## src/rtl/core/mfep_pkg.sv

```systemverilog
// ----------------------------------------------------------------------------
// MIDI file event parser package
// Shared types, phase codes and constants for the parser core.
// ----------------------------------------------------------------------------
package mfep_pkg;

    localparam int VARLEN_MAX_BYTES_DEF = 4;
    localparam int QUEUE_DEPTH          = 4;

    localparam logic [2:0] KIND_CHANNEL  = 3'd0;
    localparam logic [2:0] KIND_TEMPO    = 3'd1;
    localparam logic [2:0] KIND_HDR_OK   = 3'd2;
    localparam logic [2:0] KIND_TRK_DONE = 3'd3;
    localparam logic [2:0] KIND_COMPLETE = 3'd4;
    localparam logic [2:0] KIND_BAD_HDR  = 3'd5;
    localparam logic [2:0] KIND_TIMECODE = 3'd6;

    localparam logic [4:0] PH_HDR_ID    = 5'd0;
    localparam logic [4:0] PH_HDR_LEN   = 5'd1;
    localparam logic [4:0] PH_FORMAT    = 5'd2;
    localparam logic [4:0] PH_NTRK      = 5'd3;
    localparam logic [4:0] PH_DIV       = 5'd4;
    localparam logic [4:0] PH_TRK_ID    = 5'd5;
    localparam logic [4:0] PH_TRK_LEN   = 5'd6;
    localparam logic [4:0] PH_DELTA     = 5'd7;
    localparam logic [4:0] PH_STATUS    = 5'd8;
    localparam logic [4:0] PH_META_TYPE = 5'd9;
    localparam logic [4:0] PH_META_LEN  = 5'd10;
    localparam logic [4:0] PH_META_DATA = 5'd11;
    localparam logic [4:0] PH_SYSEX_LEN = 5'd12;
    localparam logic [4:0] PH_SKIP      = 5'd13;
    localparam logic [4:0] PH_DATA1     = 5'd14;
    localparam logic [4:0] PH_DATA2     = 5'd15;
    localparam logic [4:0] PH_IDLE      = 5'd16;

    localparam logic [7:0]  META_TEMPO = 8'h51;
    localparam logic [7:0]  META_EOT   = 8'h2F;
    localparam logic [7:0]  ST_META    = 8'hFF;
    localparam logic [7:0]  ST_SYSEX   = 8'hF0;
    localparam logic [7:0]  ST_SYSEX_E = 8'hF7;
    localparam logic [3:0]  HI_PROG    = 4'hC;
    localparam logic [3:0]  HI_PRESS   = 4'hD;
    localparam logic [23:0] TEMPO_DEF  = 24'd500000;

    typedef struct packed {
        logic [7:0] data_byte;
        logic       file_start;
    } t_in_item;

    typedef struct packed {
        logic [2:0]  result_kind;
        logic [31:0] event_tick;
        logic [7:0]  status_byte;
        logic [7:0]  first_data;
        logic [7:0]  second_data;
        logic [23:0] tempo_value;
        logic [15:0] header_value;
        logic        last_result;
    } t_out_item;

    // Up to three results per byte, packed into one queue entry.
    typedef struct packed {
        logic [1:0]  count;
        t_out_item   r0;
        t_out_item   r1;
        t_out_item   r2;
    } t_res_group;

    function automatic logic [7:0] hdr_char(input logic [1:0] idx);
        case (idx)
            2'd0:    hdr_char = 8'h4D;
            2'd1:    hdr_char = 8'h54;
            2'd2:    hdr_char = 8'h68;
            default: hdr_char = 8'h64;
        endcase
    endfunction

    function automatic logic [7:0] trk_char(input logic [1:0] idx);
        case (idx)
            2'd0:    trk_char = 8'h4D;
            2'd1:    trk_char = 8'h54;
            2'd2:    trk_char = 8'h72;
            default: trk_char = 8'h6B;
        endcase
    endfunction

endpackage

```

## src/rtl/core/mfep_front.sv

```systemverilog
// ----------------------------------------------------------------------------
// MIDI file parser front end
// Takes one file byte per cycle while i_take is high, steps the parser state and builds the group
// of results that the byte causes.
// ----------------------------------------------------------------------------
module mfep_front #(
    parameter int VARLEN_MAX_BYTES = mfep_pkg::VARLEN_MAX_BYTES_DEF
) (
    input  logic                  i_clk,
    input  logic                  i_rst_n,
    input  logic                  i_take,
    input  mfep_pkg::t_in_item    i_item,
    output mfep_pkg::t_res_group  o_group
);

    logic [4:0]  r_phase, n_phase;
    logic [2:0]  r_fcnt, n_fcnt;
    logic [7:0]  r_run, n_run;
    logic [7:0]  r_cur, n_cur;
    logic [7:0]  r_held, n_held;
    logic [31:0] r_tick, n_tick;
    logic [31:0] r_max, n_max;
    logic [27:0] r_vacc, n_vacc;
    logic [31:0] r_left, n_left;
    logic [15:0] r_trks, n_trks;
    logic [27:0] r_skip, n_skip;
    logic [7:0]  r_meta, n_meta;
    logic [23:0] r_tempo, n_tempo;

    mfep_pkg::t_out_item  res [3];
    logic [1:0]           nres;

    always_comb begin
        logic [7:0]  b;
        logic [27:0] va;
        logic [2:0]  vc;
        logic        vdone;
        logic [32:0] sum;
        logic [15:0] w;
        logic        again;
        logic [1:0]  pass;
        b       = i_item.data_byte;
        n_phase = r_phase; n_fcnt = r_fcnt; n_run = r_run; n_cur = r_cur;
        n_held  = r_held;  n_tick = r_tick; n_max = r_max; n_vacc = r_vacc;
        n_left  = r_left;  n_trks = r_trks; n_skip = r_skip; n_meta = r_meta;
        n_tempo = r_tempo;
        if (i_item.file_start) begin
            n_phase = mfep_pkg::PH_HDR_ID; n_fcnt = '0; n_run = '0; n_cur = '0;
            n_held = '0; n_tick = '0; n_max = '0; n_vacc = '0; n_left = '0;
            n_trks = '0; n_skip = '0; n_meta = '0; n_tempo = mfep_pkg::TEMPO_DEF;
        end
        nres = '0;
        for (int k = 0; k < 3; k++) res[k] = '0;
        va = '0; vc = '0; vdone = 1'b0; sum = '0; w = '0; again = 1'b0;

        case (n_phase)
            mfep_pkg::PH_HDR_ID: begin
                if (b != mfep_pkg::hdr_char(n_fcnt[1:0])) begin
                    res[nres].result_kind = mfep_pkg::KIND_BAD_HDR; nres = nres + 2'd1;
                    n_phase = mfep_pkg::PH_IDLE;
                end else if (n_fcnt == 3'd3) begin
                    n_fcnt = '0; n_phase = mfep_pkg::PH_HDR_LEN;
                end else begin
                    n_fcnt = n_fcnt + 3'd1;
                end
            end
            mfep_pkg::PH_HDR_LEN: begin
                if (n_fcnt == 3'd3) begin
                    n_fcnt = '0; n_phase = mfep_pkg::PH_FORMAT;
                end else n_fcnt = n_fcnt + 3'd1;
            end
            mfep_pkg::PH_FORMAT: begin
                if (n_fcnt == 3'd1) begin
                    n_fcnt = '0; n_phase = mfep_pkg::PH_NTRK;
                end else n_fcnt = n_fcnt + 3'd1;
            end
            mfep_pkg::PH_NTRK: begin
                n_trks = {n_trks[7:0], b};
                if (n_fcnt == 3'd1) begin
                    n_fcnt = '0; n_phase = mfep_pkg::PH_DIV;
                end else n_fcnt = n_fcnt + 3'd1;
            end
            mfep_pkg::PH_DIV: begin
                if (n_fcnt == 3'd0) begin
                    n_held = b; n_fcnt = 3'd1;
                end else begin
                    n_fcnt = '0;
                    w = {n_held, b};
                    n_held = '0;
                    if (w[15]) begin
                        res[nres].result_kind  = mfep_pkg::KIND_TIMECODE;
                        res[nres].header_value = w;
                        nres = nres + 2'd1;
                        n_phase = mfep_pkg::PH_IDLE;
                    end else begin
                        res[nres].result_kind  = mfep_pkg::KIND_HDR_OK;
                        res[nres].header_value = w;
                        nres = nres + 2'd1;
                        if (n_trks == '0) begin
                            res[nres].result_kind = mfep_pkg::KIND_COMPLETE;
                            res[nres].event_tick  = n_max;
                            nres = nres + 2'd1;
                            n_phase = mfep_pkg::PH_IDLE;
                        end else n_phase = mfep_pkg::PH_TRK_ID;
                    end
                end
            end
            mfep_pkg::PH_TRK_ID: begin
                if (b != mfep_pkg::trk_char(n_fcnt[1:0])) n_held = 8'd1;
                if (n_fcnt == 3'd3) begin
                    n_fcnt = '0;
                    if (n_held != '0) begin
                        n_held = '0;
                        n_trks = n_trks - 16'd1;
                        if (n_trks == '0) begin
                            res[nres].result_kind = mfep_pkg::KIND_COMPLETE;
                            res[nres].event_tick  = n_max;
                            nres = nres + 2'd1;
                            n_phase = mfep_pkg::PH_IDLE;
                        end else n_phase = mfep_pkg::PH_TRK_ID;
                    end else begin
                        n_left = '0; n_phase = mfep_pkg::PH_TRK_LEN;
                    end
                end else n_fcnt = n_fcnt + 3'd1;
            end
            mfep_pkg::PH_TRK_LEN: begin
                n_left = {n_left[23:0], b};
                if (n_fcnt == 3'd3) begin
                    n_fcnt = '0; n_tick = '0; n_run = '0; n_cur = '0;
                    again = 1'b1; // run the event boundary check below
                end else n_fcnt = n_fcnt + 3'd1;
            end
            mfep_pkg::PH_IDLE: begin
            end
            default: begin
                if (n_phase > mfep_pkg::PH_DATA2) n_phase = mfep_pkg::PH_IDLE;
                else if (n_left != '0) n_left = n_left - 32'd1;
            end
        endcase

        // Event boundary after a track length.
        if (again) begin
            again = 1'b0;
            if (n_left == '0) begin
                if (n_tick > n_max) n_max = n_tick;
                res[nres].result_kind = mfep_pkg::KIND_TRK_DONE;
                res[nres].event_tick  = n_tick;
                nres = nres + 2'd1;
                n_trks = n_trks - 16'd1;
                if (n_trks == '0) begin
                    res[nres].result_kind = mfep_pkg::KIND_COMPLETE;
                    res[nres].event_tick  = n_max;
                    nres = nres + 2'd1;
                    n_phase = mfep_pkg::PH_IDLE;
                end else begin
                    n_phase = mfep_pkg::PH_TRK_ID; n_fcnt = '0; n_held = '0;
                end
            end else begin
                n_phase = mfep_pkg::PH_DELTA; n_vacc = '0; n_fcnt = '0;
            end
        end

        // Track bytes: a data byte in status position is taken a second time.
        for (pass = 2'd0; pass < 2'd2; pass = pass + 2'd1) begin
            logic evend;
            logic trkend;
            logic meta_fin;
            evend = 1'b0; trkend = 1'b0; meta_fin = 1'b0;
            if (((pass == 2'd0) && !i_item.file_start ? 1'b1 : (pass == 2'd0)) &&
                (r_phase >= mfep_pkg::PH_DELTA) && (r_phase <= mfep_pkg::PH_DATA2) &&
                !i_item.file_start || (pass == 2'd1 && again)) begin
                again = 1'b0;
                va = {n_vacc[20:0], b[6:0]};
                vc = n_fcnt + 3'd1;
                vdone = !b[7] || (vc >= 3'(VARLEN_MAX_BYTES));
                case (n_phase)
                    mfep_pkg::PH_DELTA: begin
                        n_vacc = va; n_fcnt = vc;
                        if (vdone) begin
                            sum = {1'b0, n_tick} + {5'd0, va};
                            n_tick = sum[32] ? 32'hFFFF_FFFF : sum[31:0];
                            n_phase = mfep_pkg::PH_STATUS;
                        end
                    end
                    mfep_pkg::PH_STATUS: begin
                        if (b[7]) begin
                            n_run = b; n_cur = b;
                        end else n_cur = n_run;
                        if (n_cur == mfep_pkg::ST_META) n_phase = mfep_pkg::PH_META_TYPE;
                        else if (n_cur == mfep_pkg::ST_SYSEX ||
                                 n_cur == mfep_pkg::ST_SYSEX_E) begin
                            n_phase = mfep_pkg::PH_SYSEX_LEN; n_vacc = '0; n_fcnt = '0;
                        end else n_phase = mfep_pkg::PH_DATA1;
                        again = !b[7];
                    end
                    mfep_pkg::PH_META_TYPE: begin
                        n_meta = b; n_phase = mfep_pkg::PH_META_LEN;
                        n_vacc = '0; n_fcnt = '0;
                    end
                    mfep_pkg::PH_META_LEN: begin
                        n_vacc = va; n_fcnt = vc;
                        if (vdone) begin
                            n_skip = va;
                            if (n_meta == mfep_pkg::META_TEMPO && va < 28'd3) n_meta = '0;
                            n_tempo = '0; n_fcnt = '0;
                            if (va == '0) meta_fin = 1'b1;
                            else n_phase = mfep_pkg::PH_META_DATA;
                        end
                    end
                    mfep_pkg::PH_META_DATA: begin
                        if (n_meta == mfep_pkg::META_TEMPO && n_fcnt < 3'd3) begin
                            n_tempo = {n_tempo[15:0], b}; n_fcnt = n_fcnt + 3'd1;
                        end
                        n_skip = n_skip - 28'd1;
                        if (n_skip == '0) meta_fin = 1'b1;
                    end
                    mfep_pkg::PH_SYSEX_LEN: begin
                        n_vacc = va; n_fcnt = vc;
                        if (vdone) begin
                            n_skip = va;
                            if (va == '0) evend = 1'b1;
                            else n_phase = mfep_pkg::PH_SKIP;
                        end
                    end
                    mfep_pkg::PH_SKIP: begin
                        n_skip = n_skip - 28'd1;
                        if (n_skip == '0) evend = 1'b1;
                    end
                    mfep_pkg::PH_DATA1: begin
                        n_held = b;
                        if (n_cur[7:4] == mfep_pkg::HI_PROG ||
                            n_cur[7:4] == mfep_pkg::HI_PRESS) begin
                            res[nres].result_kind = mfep_pkg::KIND_CHANNEL;
                            res[nres].event_tick  = n_tick;
                            res[nres].status_byte = n_cur;
                            res[nres].first_data  = b;
                            nres = nres + 2'd1;
                            evend = 1'b1;
                        end else n_phase = mfep_pkg::PH_DATA2;
                    end
                    mfep_pkg::PH_DATA2: begin
                        res[nres].result_kind = mfep_pkg::KIND_CHANNEL;
                        res[nres].event_tick  = n_tick;
                        res[nres].status_byte = n_cur;
                        res[nres].first_data  = n_held;
                        res[nres].second_data = b;
                        nres = nres + 2'd1;
                        evend = 1'b1;
                    end
                    default: begin
                    end
                endcase
                if (meta_fin) begin
                    if (n_meta == mfep_pkg::META_TEMPO) begin
                        res[nres].result_kind = mfep_pkg::KIND_TEMPO;
                        res[nres].event_tick  = n_tick;
                        res[nres].tempo_value = n_tempo;
                        nres = nres + 2'd1;
                    end
                    if (n_meta == mfep_pkg::META_EOT) trkend = 1'b1;
                    else evend = 1'b1;
                end
                if (evend) begin
                    if (n_left == '0) trkend = 1'b1;
                    else begin
                        n_phase = mfep_pkg::PH_DELTA; n_vacc = '0; n_fcnt = '0;
                    end
                end
                if (trkend) begin
                    if (n_tick > n_max) n_max = n_tick;
                    res[nres].result_kind = mfep_pkg::KIND_TRK_DONE;
                    res[nres].event_tick  = n_tick;
                    nres = nres + 2'd1;
                    n_trks = n_trks - 16'd1;
                    if (n_trks == '0) begin
                        res[nres].result_kind = mfep_pkg::KIND_COMPLETE;
                        res[nres].event_tick  = n_max;
                        nres = nres + 2'd1;
                        n_phase = mfep_pkg::PH_IDLE;
                    end else begin
                        n_phase = mfep_pkg::PH_TRK_ID; n_fcnt = '0; n_held = '0;
                    end
                end
            end
        end
        if (nres != '0) res[nres - 2'd1].last_result = 1'b1;
    end

    always_ff @(posedge i_clk) begin
        if (!i_rst_n) begin
            r_phase <= mfep_pkg::PH_HDR_ID; r_fcnt <= '0; r_run <= '0; r_cur <= '0;
            r_held <= '0; r_tick <= '0; r_max <= '0; r_vacc <= '0; r_left <= '0;
            r_trks <= '0; r_skip <= '0; r_meta <= '0; r_tempo <= mfep_pkg::TEMPO_DEF;
        end else if (i_take) begin
            r_phase <= n_phase; r_fcnt <= n_fcnt; r_run <= n_run; r_cur <= n_cur;
            r_held <= n_held; r_tick <= n_tick; r_max <= n_max; r_vacc <= n_vacc;
            r_left <= n_left; r_trks <= n_trks; r_skip <= n_skip; r_meta <= n_meta;
            r_tempo <= n_tempo;
        end
    end

    assign o_group.count = nres;
    assign o_group.r0    = res[0];
    assign o_group.r1    = res[1];
    assign o_group.r2    = res[2];

endmodule

```

## src/rtl/core/mfep_back.sv

```systemverilog
// ----------------------------------------------------------------------------
// MIDI file parser result queue
// Holds result groups from the front end and hands out single results.
// ----------------------------------------------------------------------------
module mfep_back #(
    parameter int DEPTH = mfep_pkg::QUEUE_DEPTH
) (
    input  logic                  i_clk,
    input  logic                  i_rst_n,
    input  logic                  i_wr,
    input  mfep_pkg::t_res_group  i_group,
    output logic                  o_full,
    output logic                  o_empty,
    output mfep_pkg::t_out_item   o_item,
    input  logic                  i_pop
);

    localparam int AW = (DEPTH > 1) ? $clog2(DEPTH) : 1;

    mfep_pkg::t_res_group  r_mem [DEPTH];
    logic [AW-1:0]         r_wp, r_rp;
    logic [AW:0]           r_cnt;
    logic [1:0]            r_sub;
    mfep_pkg::t_res_group  head;
    logic                  wr_en, rd_done;

    assign head    = r_mem[r_rp];
    assign wr_en   = i_wr && (i_group.count != 2'd0);
    assign o_full  = (r_cnt == (AW+1)'(DEPTH));
    assign o_empty = (r_cnt == '0);
    assign rd_done = i_pop && !o_empty && (r_sub + 2'd1 == head.count);

    always_comb begin
        case (r_sub)
            2'd0:    o_item = head.r0;
            2'd1:    o_item = head.r1;
            default: o_item = head.r2;
        endcase
    end

    always_ff @(posedge i_clk) begin
        if (wr_en) r_mem[r_wp] <= i_group;
    end

    always_ff @(posedge i_clk) begin
        if (!i_rst_n) begin
            r_wp <= '0; r_rp <= '0; r_cnt <= '0; r_sub <= '0;
        end else begin
            if (wr_en) r_wp <= (r_wp == AW'(DEPTH - 1)) ? '0 : r_wp + AW'(1);
            if (rd_done) begin
                r_rp  <= (r_rp == AW'(DEPTH - 1)) ? '0 : r_rp + AW'(1);
                r_sub <= '0;
            end else if (i_pop && !o_empty) begin
                r_sub <= r_sub + 2'd1;
            end
            r_cnt <= r_cnt + (AW+1)'(wr_en) - (AW+1)'(rd_done);
        end
    end

endmodule

```

## src/rtl/core/midi_file_event_parser_core.sv

```systemverilog
// ----------------------------------------------------------------------------
// MIDI file event parser core
// Parses a Standard MIDI File byte stream into channel, tempo and track results.
// ----------------------------------------------------------------------------
// Channel  | Direction | Handshake          | Payload
// input    | in        | i_push / o_full    | i_in   (data_byte, file_start)
// result   | out       | o_empty / i_pop    | o_out  (kind, tick, data, ...)
//
// One byte is taken per cycle while o_full is low; its up to three results enter the queue as one
// group in the same edge and leave one per cycle while i_pop is high. The queue depth sets how far
// the input runs ahead of a stalled reader. Synchronous reset, no clearing pass.
// ----------------------------------------------------------------------------
module midi_file_event_parser_core #(
    parameter int VARLEN_MAX_BYTES = mfep_pkg::VARLEN_MAX_BYTES_DEF,
    parameter int QUEUE_DEPTH      = mfep_pkg::QUEUE_DEPTH
) (
    input  logic                 i_clk,
    input  logic                 i_rst_n,
    input  logic                 i_push,
    output logic                 o_full,
    input  mfep_pkg::t_in_item   i_in,
    output logic                 o_empty,
    input  logic                 i_pop,
    output mfep_pkg::t_out_item  o_out
);

    mfep_pkg::t_res_group  group;
    logic                  take;

    assign take = i_push && !o_full;

    mfep_front #(.VARLEN_MAX_BYTES(VARLEN_MAX_BYTES)) u_front (
        .i_clk(i_clk), .i_rst_n(i_rst_n), .i_take(take), .i_item(i_in), .o_group(group)
    );

    mfep_back #(.DEPTH(QUEUE_DEPTH)) u_back (
        .i_clk(i_clk), .i_rst_n(i_rst_n), .i_wr(take), .i_group(group),
        .o_full(o_full), .o_empty(o_empty), .o_item(o_out), .i_pop(i_pop)
    );

endmodule

```

## config.mk

```make
export PLATFORM = sky130hd
export DESIGN_NAME = midi_file_event_parser_core
export DESIGN_NICKNAME = d
export VERILOG_FILES = /design/src/rtl/core/mfep_pkg.sv /design/src/rtl/core/mfep_front.sv /design/src/rtl/core/mfep_back.sv /design/src/rtl/core/midi_file_event_parser_core.sv
export SDC_FILE = /design/constraint.sdc
export NUM_CORES = 2
export LEC_CHECK = 0
export BUFFER_PORTS_ARGS = -buffer_cell sky130_fd_sc_hd__buf_4
export CAP_MARGIN = 5
export CORE_UTILIZATION = 30
export DETAILED_ROUTE_END_ITERATION = 16
export SLEW_MARGIN = 20
export SYNTH_ARGS = -nofsm -noshare
export SYNTH_HDL_FRONTEND = slang
export SYNTH_SLANG_ARGS = --single-unit
```

## constraint.sdc

```tcl
create_clock -name i_clk -period 19 [get_ports i_clk]
set_clock_uncertainty 0.1 [all_clocks]
set_input_delay 2.85 -clock i_clk [delete_from_list [all_inputs] [get_ports i_clk]]
set_output_delay 2.85 -clock i_clk [all_outputs]
set_load 0.01 [all_outputs]
```

# [Yosys cells after proc, flatten, opt, wreduce, memory -nomap -nowiden]
# Memory sizes are Yosys's and may differ from the RTL's. A register that Yosys moved wholly into a read port is not among the register bits.
# Index checks and enable logic that the tools add are counted.
[op_classes] add_sub_neg=28 n_mux=400 n_reduce_logical=62 n_bitwise=12 n_eq_ne=52 order_cmp=34
[op_table] cell="bitwise mux 300 bit" count=31
[op_table] cell="two-way mux 300 bit" count=20
[op_table] cell="demux 100 bit (select 2 bit)" count=29
[op_table] cell="one-hot mux 300 bit (2 select lines)" count=2
[op_table] cell="two-way mux 32 bit" count=35
[op_table] cell="two-way mux 100 bit" count=10
[op_table] cell="two-way mux 97 bit" count=10
[op_table] cell="two-way mux 28 bit" count=18
[op_table] cell="two-way mux 8 bit" count=48
[op_table] cell="two-way mux 35 bit" count=7
[op_table] cell="two-way mux 24 bit" count=9
[op_table] cell="two-way mux 5 bit" count=40
[op_table] cell="one-hot mux 100 bit (2 select lines)" count=1
[op_table] cell="two-way mux 16 bit" count=11
[op_table] cell="one-hot mux 28 bit (3 select lines)" count=2
[op_table] cell="two-way mux 65 bit" count=2
[op_table] cell="two-way mux 57 bit" count=2
[op_table] cell="logical NOT 28 bit" count=4
[op_table] cell="one-hot mux 28 bit (2 select lines)" count=2
[op_table] cell="two-way mux 49 bit" count=2
[op_table] cell="> comparator 32 bit" count=3
[op_table] cell="one-hot mux 24 bit (2 select lines)" count=2
[op_table] cell="one-hot mux 32 bit (3 select lines)" count=1
[op_table] cell="two-way mux 3 bit" count=28
[op_table] cell="other kinds (63)" count=269
[word_totals] ramBits=1208 n_memories=1 inputBits=13 regBits=241 out_inout_bits=102
[memory_table] name="u_back.r_mem" depth=4 width=302 read_ports=1 rd_clocked_by_memory_dff=1 wr=1 line_no="mfep_back.sv:20" source="mfep_pkg::t_res_group r_mem [DEPTH];"

# [Longest topological paths before layout]
[logic_depth] ltp_word=65 ltp_mapped=85 ltp_nobuf=73

# [By module]
# From an unflattened synthesis, not the netlist that was laid out.
[hier_totals] hier_cells=8019 hier_area_um2=83944.3
[modules_own_cells] module="mfep_back" instances=1 cells_each=1975 area_per_inst_um2=45630.0
[modules_own_cells] module="mfep_front" instances=1 cells_each=6043 area_per_inst_um2=38300.5
[modules_own_cells] module="midi_file_event_parser_core" instances=1 cells_each=1 area_per_inst_um2=13.8

# [Worst setup path after synthesis]
# Ideal clock, no wire load.
[synth_timing] path_kind="input port to flip-flop" startpoint="input i_in[0] (netlist name)" endpoint="memory u_back.r_mem[3][0] (netlist name) (enable)" t_required_ns=18.234 path_buffers=12 cell_stages=52 slack_ns=-0.719 arrival_time_ns=18.954 cell_sequence="buf_4 buf_6 buf_6 buf_6 buf_6 nor2b_1 clkbuf_1 inv_1 ha_1 o31ai_1 and4_1 buf_2 buf_2 o311a_1 and2_1 clkbuf_1 ha_1 inv_1 [16 not listed] ha_1 and4_1 clkbuf_1 nor4_1 o2bb2a_1 nor4_4 o32a_1 nand4_1 a22oi_1 nand4_1 o21ai_1 ha_1 nor2b_1 a31oi_1 mux2_4 o21ai_4 a31oi_4 and2_1"
[synth_between] elab_chain_cells=49 word_cells_on_any_way=273 cone_classes="add/sub (20); order compare (6); eq/ne (42); mux (170); reduce/logical (35)"
[synth_rtl] element="from (decl)" line_no="midi_file_event_parser_core.sv:21" source="input mfep_pkg::t_in_item i_in,"
[synth_rtl] element="parallel branches: the longest is 44 deep, another holds subtractor 16 x 1 -> 16 bit"
[synth_rtl] element="two-way mux 2 bit (*)" line_no="mfep_front.sv:169" source="if (((pass == 2'd0) && !i_item.file_start ? 1'b1 : (pass == 2'd0)) &&"
[synth_rtl] element="nonzero test 2 bit (*)" line_no="mfep_back.sv:28" source="assign wr_en = i_wr && (i_group.count != 2'd0);"
[synth_rtl] element="logical AND 1 bit (*)" line_no="mfep_back.sv:28"
[synth_rtl] element="via u_back.wr_en" line_no="mfep_back.sv:25" source="logic wr_en, rd_done;"
[synth_rtl] element="two-way mux 1 bit (*)" line_no="mfep_back.sv:42" source="if (wr_en) r_mem[r_wp] <= i_group;"
[synth_rtl] element="two-way mux 1 bit (not written as such) (*)" line_no="mfep_back.sv:42"
[synth_rtl] element="to (decl)" line_no="mfep_back.sv:20"
# Mark *: on every way through the listed nets, which the timed path passes. The select of a mux whose other input is x is not followed.

==> impl_results.html <==
<table>
<tr><th>Metric</th><th>Value</th></tr>
<tr><th colspan="2">Floorplanning</th></tr>
<tr><td>Ports placed on the boundary</td><td>115</td></tr>
<tr><td>Die span in y</td><td>between 500 and 600 µm</td></tr>
<tr><td>Area of the core region</td><td>around 260,000 µm²</td></tr>
<tr><td>Floorplan die width</td><td>around 520 µm</td></tr>
<tr><td>Area of the die</td><td>between 200,000 and 300,000 µm²</td></tr>
<tr><td>Number of placement rows</td><td>~190</td></tr>
<tr><td>Starting utilization of the core area</td><td>a little under a third</td></tr>
<tr><th colspan="2">Clock tree</th></tr>
<tr><td>Clock tree from TritonCTS</td><td>done</td></tr>
<tr><td>Clock buffers created by TritonCTS</td><td>about 150</td></tr>
<tr><td>Clock edge transition at the registers on the reported setup and hold paths</td><td>roughly 0.060 ns</td></tr>
<tr><td>Root Buffer</td><td>clkbuf_16</td></tr>
<tr><td>H-tree depth reported by CTS</td><td>4</td></tr>
<tr><td>Later-pin clock latency in the skew report</td><td>0.85 ns</td></tr>
<tr><td>Clock Tree Buf Depth</td><td>4</td></tr>
<tr><td>Clock sink count</td><td>roughly 1,300</td></tr>
<tr><th colspan="2">Timing</th></tr>
<tr><td>Shortest clock period the worst path allows after layout</td><td>between 15 and 20 ns</td></tr>
<tr><td>Headroom to the max-slew limit</td><td>between 10 and 15%</td></tr>
<tr><td>Count of final max-slew check failures</td><td>0</td></tr>
<tr><td>Worst hold margin</td><td>~0.35 ns</td></tr>
<tr><td>Setup tns final</td><td>0 ns</td></tr>
<tr><td>Hold violation count in the final report</td><td>0</td></tr>
<tr><td>Highest attainable clock frequency</td><td>roughly 0.055 GHz</td></tr>
<tr><td># setup viols final</td><td>0</td></tr>
<tr><td>Setup repair after global routing missed its margin</td><td>false</td></tr>
<tr><td>Worst Tran Pin Value</td><td>1.28 ns</td></tr>
<tr><td>Final cycle utilization of the critical path</td><td>just under 100%</td></tr>
<tr><th colspan="2">Drt</th></tr>
<tr><td>Wire length after detailed routing</td><td>351,000 µm</td></tr>
<tr><td>Final ANT Viol Nets</td><td>0</td></tr>
<tr><td>Routed length per placed instance</td><td>a little over 30 µm</td></tr>
<tr><td>Router iterations before antenna repair</td><td>10</td></tr>
<tr><td>Remaining routing DRC violations</td><td>0</td></tr>
<tr><td>Routed vias</td><td>~71,000</td></tr>
<tr><td>Vias per Instance</td><td>a little over 6</td></tr>
<tr><td>Detailed Route Iter0 Violations</td><td>a little over 10,000</td></tr>
<tr><th colspan="2">Place</th></tr>
<tr><td>Count of buffers from port buffering</td><td>~110</td></tr>
<tr><td>Global placer's final weighted congestion</td><td>~1.1</td></tr>
<tr><td>DP Wirelength</td><td>approximately 240,000 µm</td></tr>
<tr><td>Post-Place Cells</td><td>about 11,000</td></tr>
<tr><th colspan="2">Setup path</th></tr>
<tr><td>Worst reg-to-reg setup slack</td><td>about 2.5 ns</td></tr>
<tr><td>Cell with the largest stage delay on the worst path</td><td>buf_4</td></tr>
<tr><td>Category of the worst setup path capture point</td><td>register</td></tr>
<tr><td>Critical path buffer and inverter count</td><td>13</td></tr>
<tr><td>Largest delay contributor family on the critical path</td><td>simple AND/OR/NAND/NOR gates</td></tr>
<tr><td>Worst path most repeated cell</td><td>buf_4</td></tr>
<tr><td>Data arrival time of the critical path</td><td>18.77 ns</td></tr>
<tr><td>Maximum fanout count along the critical path</td><td>31</td></tr>
<tr><td>Critical setup path kind</td><td>in2reg</td></tr>
<tr><td>Critical path startpoint category</td><td>input pin</td></tr>
<tr><td>Data required time of the worst path</td><td>slightly below 20 ns</td></tr>
<tr><td>Largest stage delay on the critical path</td><td>about 0.78 ns</td></tr>
<tr><th colspan="2">Yosys</th></tr>
<tr><td>Cell type with the largest total area after synthesis</td><td>edfxtp_1</td></tr>
<tr><td>Top post-synthesis cells by area</td><td>edfxtp_1 41%, mux4_2 7.7%, dfxtp_1 6.0%</td></tr>
<tr><td>Synthesis Warnings</td><td>0</td></tr>
<tr><td>Leading register cell type out of synthesis</td><td>edfxtp_1</td></tr>
<tr><td>Top-area cell type share of the netlist area</td><td>41.0%</td></tr>
<tr><td>Count of flip-flops with a built-in enable after synthesis</td><td>1,080</td></tr>
<tr><td>Synthesis-stage register bit count</td><td>~1,300</td></tr>
<tr><td>Nets in the synthesized netlist</td><td>slightly above 8,000</td></tr>
<tr><td>Unique cell type count in the Yosys netlist</td><td>125</td></tr>
<tr><td>Share of the yosys chip area belonging to registers</td><td>between 40% and 50%</td></tr>
<tr><td>Mean area per synthesized cell</td><td>9.87 µm²</td></tr>
<tr><td>Post-synthesis instance total</td><td>around 8,000</td></tr>
<tr><td>Synthesized area</td><td>between 70,000 and 80,000 µm²</td></tr>
<tr><td>Proportion of register bits with asynchronous set or reset after synthesis</td><td>0%</td></tr>
<tr><th colspan="2">GRT</th></tr>
<tr><td>Antenna violations before repair</td><td>25</td></tr>
<tr><td>Maximum number of pins on one net before global-route repair</td><td>approximately 140</td></tr>
<tr><td>Global-route wire length before repair</td><td>495,000 µm</td></tr>
<tr><td>Number of global-route vias before repair</td><td>67,419</td></tr>
<tr><td>GRT Util Overall</td><td>between 20% and 30%</td></tr>
<tr><td>Overflow after GRT</td><td>0</td></tr>
<tr><th colspan="2">Layout</th></tr>
<tr><td>Count of non-filler cells in the finished layout</td><td>approximately 12,000</td></tr>
<tr><td>Final core utilization</td><td>34.1%</td></tr>
<tr><td>Share of layout cells above drive strength 1</td><td>13.2%</td></tr>
<tr><td>Most common cell after layout, fill and taps aside</td><td>edfxtp_1</td></tr>
<tr><td>Number of nets in the layout</td><td>a little over 8,000</td></tr>
<tr><td>Leading cell types in the layout, fill and taps excluded</td><td>1,080 x edfxtp_1, 929 x nand2_1, 881 x nor2_1</td></tr>
<tr><td>Area Overhead vs Synth</td><td>13.0%</td></tr>
<tr><th colspan="2">Min path</th></tr>
<tr><td>HP Class</td><td>reg2reg</td></tr>
<tr><th colspan="2">Run</th></tr>
<tr><td>Maxcap violations</td><td>0</td></tr>
<tr><th colspan="2">Power</th></tr>
<tr><td>Leakage Power</td><td>approximately 30 nW</td></tr>
<tr><td>Max rail drop VDD</td><td>between 0.1 and 0.15 mV</td></tr>
<tr><td>Pwr dens</td><td>101 nW/µm²</td></tr>
<tr><th colspan="2">Status</th></tr>
<tr><td>Outcome</td><td>completed</td></tr>
</table>
power by group:
group | internal, mW | switching (mW) | total, mW
clock network | 1.59 | 1.19 | 2.78
registers | 3.39 | 0.104 | 3.49
logic | 0.984 | 1.79 | 2.78
registers in the layout (all words and copies together) (netlist names), 5 cells and up, named ones only:
signal           flops
u_front.r_skip      28
u_front.r_tempo     24
u_front.r_max       32
u_front.r_phase      5
u_front.r_vacc      21
u_front.r_run        8
u_front.r_cur        8
u_front.r_left      32
u_front.r_trks      16
u_front.r_held       8
u_front.r_tick      32
u_back.r_mem      1080
u_front.r_meta       8
worst reg2reg max path: cells and delay by family, from the launching register on:
| family | cells | cell delay (ns) |
|---|---|---|
| adder cells (fa/ha/maj) | 4 | 1.44 |
| AND/OR/NAND/NOR | 20 | 5.82 |
| AO/OA/AOI/OAI | 19 | 4.39 |
| buffers and inverters | 10 | 3.20 |
| flip-flops | 1 | 0.39 |
| multiplexers | 2 | 0.85 |
cell usage after synthesis (89+ instances only):
| master | instances |
|---|---|
| mux4_2 | 270 |
| buf_1 | 90 |
| xnor2_1 | 102 |
| inv_1 | 198 |
| a211oi_1 | 111 |
| nor2_1 | 890 |
| and2_1 | 89 |
| o22ai_1 | 221 |
| dfxtp_1 | 236 |
| o21ai_0 | 592 |
| ha_1 | 207 |
| nand2_1 | 942 |
| nand3_1 | 144 |
| a21oi_1 | 723 |
| clkbuf_1 | 426 |
| nor3_1 | 157 |
| edfxtp_1 | 1080 |
| a22oi_1 | 184 |
final cells by class:
| type | count | area (µm²) |
|---|---|---|
| clock buffer | 185 | 4020 |
| multi-input combinational | 5917 | 39300 |
| fill | 26529 | 173000 |
| clock inverter | 70 | 573 |
| sequential | 1316 | 37200 |
| timing repair buffer | 409 | 3220 |
| tap | 3515 | 4400 |
| inverter | 209 | 792 |
| antenna | 6 | 15.0 |
stage by stage:
step / power [mW] / area [µm²] / setup WS (ns)
5_1_grt: 9.38 / 89500 / 0.0345
4_1_cts: 9.09 / 89400 / 0.0739
2_1_floorplan: 5.14 / 79200 / 1.36
3_5_place_dp: 6.31 / 84800 / -0.693
6_report: 9.05 / 89500 / 0.663
3_3_place_gp: 6.29 / 84800 / -0.314
what timing repair did:
item / 4_1_cts / 5_1_grt
gates resized for setup: 0 / 9
endpoints found under the setup margin: 0 / 416
buffers inserted: 0 / 1
hold buffers: 0 / 0
layer usage:
metal | vias up | routed length [µm] | GRT usage (%)
met4 | 16 | 21100 | 13.4
met3 | 1112 | 39200 | 6.28
li1 | 30339 | - | -
met1 | 35132 | 139000 | 33.4
met5 | - | 95 | 0
met2 | 4689 | 151000 | 38.5
kinds of logic after synthesis:
family	Yosys count	share of synthesized area, %
adders and majority gates	210	3.35
and+or+nand+nor	2717	15.8
DFF	1316	46.9
AOI/OAI and AO/OA	2493	19.6
muxes	363	8.90
buffers and inverters	793	3.94
xor gates and xnor gates	134	1.50
worst paths after layout:
kind                                     from                               end  cells after the start
max reg2reg    u_front.r_held[0]$_SDFFE_PN0P_     u_back.r_mem[0][65]$_DFFE_PP_                     55
min reg2reg  u_front.r_tempo[23]$_SDFFE_PN0P_  u_front.r_tempo[23]$_SDFFE_PN0P_                      2
min          u_front.r_tempo[23]$_SDFFE_PN0P_  u_front.r_tempo[23]$_SDFFE_PN0P_                      2
max                                   i_in[0]     u_back.r_mem[0][65]$_DFFE_PP_                     59
(Power assumes the default switching activity.)
